**config.mk**
```make
export PLATFORM = sky130hd
export DESIGN_NAME = dmcl_ctrl
export DESIGN_NICKNAME = d
export VERILOG_FILES = /design/src/rtl/dmcl_pkg.sv /design/src/rtl/dmcl_ctrl.sv
export SDC_FILE = /design/constraint.sdc
export NUM_CORES = 1
export LEC_CHECK = 0
export BUFFER_PORTS_ARGS = -buffer_cell sky130_fd_sc_hd__buf_4
export CORE_AREA = 2 2 39 41
export CTS_CLUSTER_SIZE = 16
export DETAILED_ROUTE_END_ITERATION = 6
export DIE_AREA = 0 0 41 43
export PLACE_DENSITY = 0.43
export SLEW_MARGIN = 15
export SYNTH_ARGS = -nofsm -noshare
export SYNTH_HDL_FRONTEND = slang
export SYNTH_SLANG_ARGS = --single-unit
```
**constraint.sdc**
```tcl
create_clock -name clk -period 2.3 [get_ports clk]
set_input_delay 0.115 -clock clk [delete_from_list [all_inputs] [get_ports clk]]
set_output_delay 0.115 -clock clk [all_outputs]
set_load 0.005 [all_outputs]
```
**src/rtl/dmcl_pkg.sv**
```systemverilog
`timescale 1ns / 1ps
`default_nettype none
// ----------------------------------------------------------------------------
// dmcl_pkg
// Shared types and constants of the direct-mapped cache lookup core.
// ----------------------------------------------------------------------------
package dmcl_pkg;

    // Configuration port
    localparam int CFG_ADDR_W = 2;
    localparam int CFG_DATA_W = 5;

    typedef enum logic [CFG_ADDR_W-1:0] {
        CFG_WRITE_BACK_MODE  = 2'd0,
        CFG_OFFSET_BIT_COUNT = 2'd1,
        CFG_INDEX_BIT_COUNT  = 2'd2
    } dmcl_cfg_index_t;

    localparam int OFFSET_CNT_W = 5;
    localparam int INDEX_CNT_W  = 4;

    localparam logic                    RST_WRITE_BACK_MODE  = 1'b1;
    localparam logic [OFFSET_CNT_W-1:0] RST_OFFSET_BIT_COUNT = 5'd4;
    localparam logic [INDEX_CNT_W-1:0]  RST_INDEX_BIT_COUNT  = 4'd10;

    // Widest raw index, in bits, that an index bit count can select: (1 << 4) - 1 = 15
    localparam int IDX_RAW_W = (1 << INDEX_CNT_W) - 1;

    // Stream payload widths
    localparam int IN_TDATA_W  = 40;
    localparam int OUT_TDATA_W = 8;

    // Controller states
    typedef enum logic [1:0] {
        ST_CLEAR,
        ST_IDLE,
        ST_READ,
        ST_UPDATE
    } dmcl_state_t;

    // Commands from the controller to the datapath
    typedef struct packed {
        logic clear_we;
        logic load;
        logic read;
        logic update;
    } dmcl_cmd_t;

endpackage : dmcl_pkg
`default_nettype wire

```
**src/rtl/dmcl_ctrl.sv**
```systemverilog
`timescale 1ns / 1ps
`default_nettype none
// ----------------------------------------------------------------------------
// dmcl_ctrl
// Sequencer of the direct-mapped cache lookup core: clear sweep after reset,
// request intake, line read, line update and output register handshake.
// ----------------------------------------------------------------------------
module dmcl_ctrl (
    input  wire                  clk,
    input  wire                  rst_n,
    input  wire                  s_tvalid,
    output logic                 s_tready,
    output logic                 m_tvalid,
    input  wire                  m_tready,
    input  wire                  clear_last,
    output dmcl_pkg::dmcl_cmd_t  cmd
);
    import dmcl_pkg::*;

    dmcl_state_t state_reg;
    dmcl_state_t state_next;
    logic        out_valid_reg;
    logic        out_valid_next;

    // State and output valid registers
    always_ff @(posedge clk or negedge rst_n)
    begin
        if (!rst_n)
        begin
            state_reg     <= ST_CLEAR;
            out_valid_reg <= 1'b0;
        end
        else
        begin
            state_reg     <= state_next;
            out_valid_reg <= out_valid_next;
        end
    end

    // Next state and commands
    always_comb
    begin
        state_next   = state_reg;
        cmd          = '0;
        s_tready     = 1'b0;
        case (state_reg)
            ST_CLEAR:
            begin
                cmd.clear_we = 1'b1;
                if (clear_last)
                begin
                    state_next = ST_IDLE;
                end
            end
            ST_IDLE:
            begin
                s_tready = 1'b1;
                if (s_tvalid)
                begin
                    cmd.load   = 1'b1;
                    state_next = ST_READ;
                end
            end
            ST_READ:
            begin
                cmd.read   = 1'b1;
                state_next = ST_UPDATE;
            end
            ST_UPDATE:
            begin
                if (!out_valid_reg || m_tready)
                begin
                    cmd.update = 1'b1;
                    state_next = ST_IDLE;
                end
            end
            default:
            begin
                state_next = ST_CLEAR;
            end
        endcase

        // Set on a new outcome, drop when taken
        if (cmd.update)
        begin
            out_valid_next = 1'b1;
        end
        else if (m_tready)
        begin
            out_valid_next = 1'b0;
        end
        else
        begin
            out_valid_next = out_valid_reg;
        end
    end

    assign m_tvalid = out_valid_reg;

    // An accepted request is read from the line memory next
    a_accept_read: assert property (@(posedge clk) disable iff (!rst_n)
        (s_tvalid && s_tready) |=> (state_reg == ST_READ))
        else $error("accepted request not followed by line read");

    // Never overwrite an outcome that is still waiting
    a_no_overwrite: assert property (@(posedge clk) disable iff (!rst_n)
        cmd.update |-> (!out_valid_reg || m_tready))
        else $error("outcome overwritten before it was taken");

    // Clear sweep ends only at the last line
    a_clear_done: assert property (@(posedge clk) disable iff (!rst_n)
        ((state_reg == ST_IDLE) && $past(state_reg == ST_CLEAR)) |-> $past(clear_last))
        else $error("clear sweep left early");

endmodule : dmcl_ctrl
`default_nettype wire

```
## Word-level counts from Yosys, hierarchy flattened

Index checks and enable logic that the tools add are counted.

- Muxes and demuxes: 13
- Reduce and logical (&&, ||, !) cells: 5
- Eq/ne operators: 6

Operator list:

| kind | number |
|---|---|
| $mux 1 | 9 |
| $pmux 2 s4 | 1 |
| $mux 2 | 3 |
| $ne 2x2->1 const B | 3 |
| $eq 2x2->1 const B | 2 |
| $reduce_and 3->1 | 1 |
| $eq 2x1->1 const B | 1 |
| $logic_not 2->1 | 1 |
| $reduce_bool 2->1 | 1 |
| $logic_not 1->1 | 1 |
| $logic_or 1x1->1 | 1 |

- Logic and storage cells: 26
- Output and inout bits: 6
- Input port bits: 5
- Register bits after elaboration: 3

## Longest topological paths before layout

- Depth in word-level cells: 5
- Depth in mapped cells: 5
- Depth with buffers taken out: 5

## Worst setup path after synthesis

Ideal clock, no wire load.

- Kind: reg2reg
- From: register state_reg[0]
- To: register state_reg[1]
- Arrival: 1,298 ps
- Data required time: 2,175 ps
- Slack: 877 ps
- Stages on the path, launching flop included: 6
- Clock period less this slack: 1,423 ps
- Setup time: 125 ps
- Buffers on the path: 0
- Cells stage by stage: dfrtp_1 > inv_1 > ha_1 > clkinv_1 > o221ai_4 > mux2_4

- Cells in the longest elaborated chain, start to end: 3
- Elaborated cells on any way between the ends: 9
- Classes of those cells: eq/ne: 6; mux: 1; reduce/logical: 2

RTL lines:

| element | RTL line | RTL |
|---|---|---|
| from (decl) | dmcl_ctrl.sv:20 | `dmcl_state_t state_reg;` |
| from (signal assigned) | dmcl_ctrl.sv:35 | `state_reg <= state_next;` |
| $eq 2x2->1, or another cell as far along | dmcl_ctrl.sv:46 | `case (state_reg)` |
| $ne 2x2->1 (no line) | - |  |
| $reduce_and 3->1 (no line) | - |  |

Several ways; a longest one is shown, not always the timed one.
A chain may end at the register's enable or synchronous reset.

## Worst setup path after layout

Same ends and word-level chain as after synthesis.

==> parameters.txt <==
Parameter                              Value

Run status
  Outcome ... finished, final reports clean

Clock tree
  Deepest level of the CTS H-tree ... 1
  Number of instances resized during post-cts repair ... 0
  Skew-Pair Late Insertion Delay ... 0.23 ns
  CTS tree ... done
  Setup fix buffers added after clock tree synthesis ... 0
  Clock Sinks ... 3
  CTS Buf Count ... 3
  Clock-pin slew reported for the worst setup and hold paths after clock tree synthesis ... 0.04 ns
  Cell at the root of the clock tree ... sky130_fd_sc_hd__clkbuf_4
  Maximum count of clock buffers along a single path ... 2

Timing
  Highest attainable clock frequency ... 0.681 GHz
  Total count of hold-check failures in the final report ... 0
  Count of final max-slew check failures ... 0
  Slack of the critical path ... 0.831 ns
  Slew margin rel. ... 87.0%
  RSZ-0062 raised after global routing ... false
  Total Negative Setup Slacks ... 0 ns
  Actual transition at the worst max-transition pin ... 0.195 ns
  Final period util ... 63.9%
  Final setup fails ... 0
  Final min period ... 1.47 ns
  Worst setup skew after layout ... 0.00170 ns

Setup path
  Type of the worst setup path ... flop to flop
  Arrival time of the worst setup path ... 1.58 ns
  Maximum cell stage delay along the critical path ... 0.41 ns
  Destination of the worst register-to-register timing path ... state_reg[1]
  Depth of the most critical reg-to-reg path ... 5
  Ordered list of cells on the worst path ... inv_1 -> ha_1 -> clkinv_1 -> o221ai_4 -> mux2_4
  Worst endpoint required time ... 2.41 ns
  Crit Path Max Fanout ... 4
  R2R setup slack ... 0.83 ns
  Master of the slowest instance on the critical path ... sky130_fd_sc_hd__dfrtp_1
  Endpoint class of the critical path ... flop
  Startpoint of the lowest-slack register-to-register path ... state_reg[0]
  Element type at the critical path start ... flop

Power
  Leakage dissipation ... 0.192 nW
  Fraction of power consumed by the clock network ... 19.4%
  Worst vdd rail ir drop ... 535 uV
  Switching component of the power ... 169 uW
  Sw frac ... 35.6%
  Combinational group share of total power ... 57.2%
  Sequential Power Share ... 23.4%
  Internal Power ... 306 uW
  Total power per unit cell area ... 1270 nW/um^2

Cells and area
  Fin cells ... 51
  Area delta synth->final ... 49.5%
  Number of inserted diodes ... 0
  Ratio of cells with drive above 1 in the final layout ... 48.6%
  Number of nets in the finished design ... 46
  Max FFs per register ... 2

Detailed routing
  Number of vias in the routed layout ... 169
  Routed met2 length ... 185 um
  Wirelength, routed ... 432 um
  Drt wl/cell ... 8.47 um
  Detailed-route DRC error count ... 0
  Detail Route Antenna Nets ... 0
  Met3 wire len ... 39 um
  Uppermost layer routed ... met3
  1st-iter DRT viols ... 1
  Avg Vias per Cell ... 3.31
  Number of detailed-route iterations in the first pass ... 2
  DRT met1 WL ... 207 um

Synth
  Top cell type's share of synthesized area ... 30.0%
  Synth async-reset ratio ... 100%
  Cells after synthesis ... 21
  Dominant synthesized flop cell ... sky130_fd_sc_hd__dfrtp_1
  Largest area contributor in the netlist ... sky130_fd_sc_hd__dfrtp_1
  Number of nets in the synthesized netlist ... 31
  Leading post-synthesis cells by instance count ... sky130_fd_sc_hd__ha_1 (5), sky130_fd_sc_hd__dfrtp_1 (3), sky130_fd_sc_hd__and2_1 (2), sky130_fd_sc_hd__clkinv_1 (2), sky130_fd_sc_hd__inv_1 (2)
  Count of flip-flops with a built-in enable after synthesis ... 0
  Yosys cell types ... 12
  Count of synthesis-stage warnings from yosys ... 0
  Post-synthesis average cell area ... 11.9 sq um
  Synthesis-stage register bit count ... 3
  Most numerous cell in the Yosys netlist ... sky130_fd_sc_hd__ha_1
  Post-synthesis sequential area ratio ... 30.0%
  Top area cells in the synthesized netlist ... sky130_fd_sc_hd__dfrtp_1 (30%), sky130_fd_sc_hd__ha_1 (25%), sky130_fd_sc_hd__o221ai_4 (11%)
  Post-synthesis cell area ... 250 sq um

Floorplanning
  Die footprint ... 1760 sq um
  Initial Utilization ... 18.1%
  Core area ... 1380 sq um
  Core Rows ... 14
  Die W ... 41 um
  Number of ports placed on the die boundary ... 11
  Die boundary height ... 43 um

GRT
  Global route total overflow ... 0
  GRT Util Overall ... 5.83%
  Global-route wire length before repair ... 634 um
  Number of global-route vias before repair ... 182
  Initial antenna violation count ... 0
  Pin count of the biggest net entering global routing ... 5

Worst hold path
  Hold Path End ... m_tvalid
  Path category of the worst min-delay check ... input port to flop
  Worst hold path startpoint ... m_tready
  Hold-critical path depth ... 3

Placed design
  Post-DP HPWL ... 332 um
  Placed insts ... 46
  Quantity of I/O buffers inserted on ports ... 10
  Routability Congestion ... 0.588
  Placement-stage worst setup slack ... 0.813 ns

Flow run
  Maximum capacitance violations ... 0
[critical path: cells and delay by family (launching register included)]
family	cells	cell delay (ns)
multiplexers	1	0.31
adder cells (fa/ha/maj)	1	0.18
AO/OA/AOI/OAI	1	0.23
flip-flops	1	0.41
buffers and inverters	2	0.22
[logic make-up after synthesis]
family	count (synthesis)	share of synthesized area (%)
buffers and inverters	5	9.00
AND/OR/NAND/NOR	5	15.5
multiplexers	2	10.0
AO/OA/AOI/OAI	1	10.5
flip-flops	3	30.0
adder cells (fa/ha/maj)	5	25.0
[layer usage]
metal | track usage (%) | vias up
li1 | - | 92
met5 | 0 | -
met1 | 6.13 | 70
met3 | 1.57 | 0
met4 | 8.00 | 0
met2 | 7.50 | 7
[final cells by class]
class / instances / area [sq um]
clock buffers: 4 / 26.3
flip-flops and latches: 3 / 75.1
multi-input cells: 13 / 153
fillers: 154 / 1010
well taps: 16 / 20.0
repair buffers: 11 / 85.1
inverters: 4 / 15.0
[per-stage QoR]
step / cell area (sq um) / hold WS, ns / total power, mW / util [%]
floorplan: 250 / -0.181 / 0.296 / -
global placement: 338 / -0.0957 / 0.387 / 24.4
detailed placement: 338 / -0.0940 / 0.385 / 24.4
CTS: 374 / 0.178 / 0.487 / 27.0
global route: 374 / 0.184 / 0.520 / 27.0
finish: 374 / 0.186 / 0.475 / 27.0
[timing repair]
action | in CTS | in global routing
endpoints found under the setup margin | 0 | 0
hold buffers | 1 | 0
hold endpoints to repair | 3 | 0
[placed cells by master (no fill, tap or decap)]
master | synthesis | final
sky130_fd_sc_hd__o221ai_4 | 1 | 1
sky130_fd_sc_hd__clkinv_1 | 2 | 2
sky130_fd_sc_hd__nand2b_2 | 1 | 1
sky130_fd_sc_hd__and2_1 | 2 | 2
sky130_fd_sc_hd__inv_1 | 2 | 2
sky130_fd_sc_hd__dfrtp_1 | 3 | 3
sky130_fd_sc_hd__buf_4 | 1 | 10
sky130_fd_sc_hd__clkbuf_4 | 0 | 3
sky130_fd_sc_hd__ha_1 | 5 | 5
sky130_fd_sc_hd__clkbuf_1 | 0 | 1
sky130_fd_sc_hd__mux2i_1 | 1 | 1
sky130_fd_sc_hd__dlygate4sd3_1 | 0 | 1
sky130_fd_sc_hd__nand2b_4 | 1 | 1
sky130_fd_sc_hd__nand2_1 | 1 | 1
sky130_fd_sc_hd__mux2_4 | 1 | 1
[how the worst max path moves through the flow]
stage | slack [ns] | to | cells past startpoint | startpoint
final | 0.83 | state_reg[1] | 5 | state_reg[0]
after detailed placement | 0.81 | state_reg[1] | 5 | state_reg[0]
after global routing | 0.71 | state_reg[1] | 5 | state_reg[0]
after global placement | 0.83 | state_reg[1] | 5 | state_reg[0]
after floorplan | 0.88 | state_reg[1] | 5 | state_reg[0]
after CTS | 0.81 | state_reg[1] | 5 | state_reg[0]
[power by group through the flow]
stage	Sequential, mW	Clock [mW]	Combinational (mW)
final	0.111	0.0921	0.272
after detailed placement	0.113	0	0.271
after floorplan	0.107	0	0.189
after CTS	0.113	0.0986	0.275
after global routing	0.117	0.0999	0.303
after global placement	0.114	0	0.274
Power figures use the tool's default switching activity.
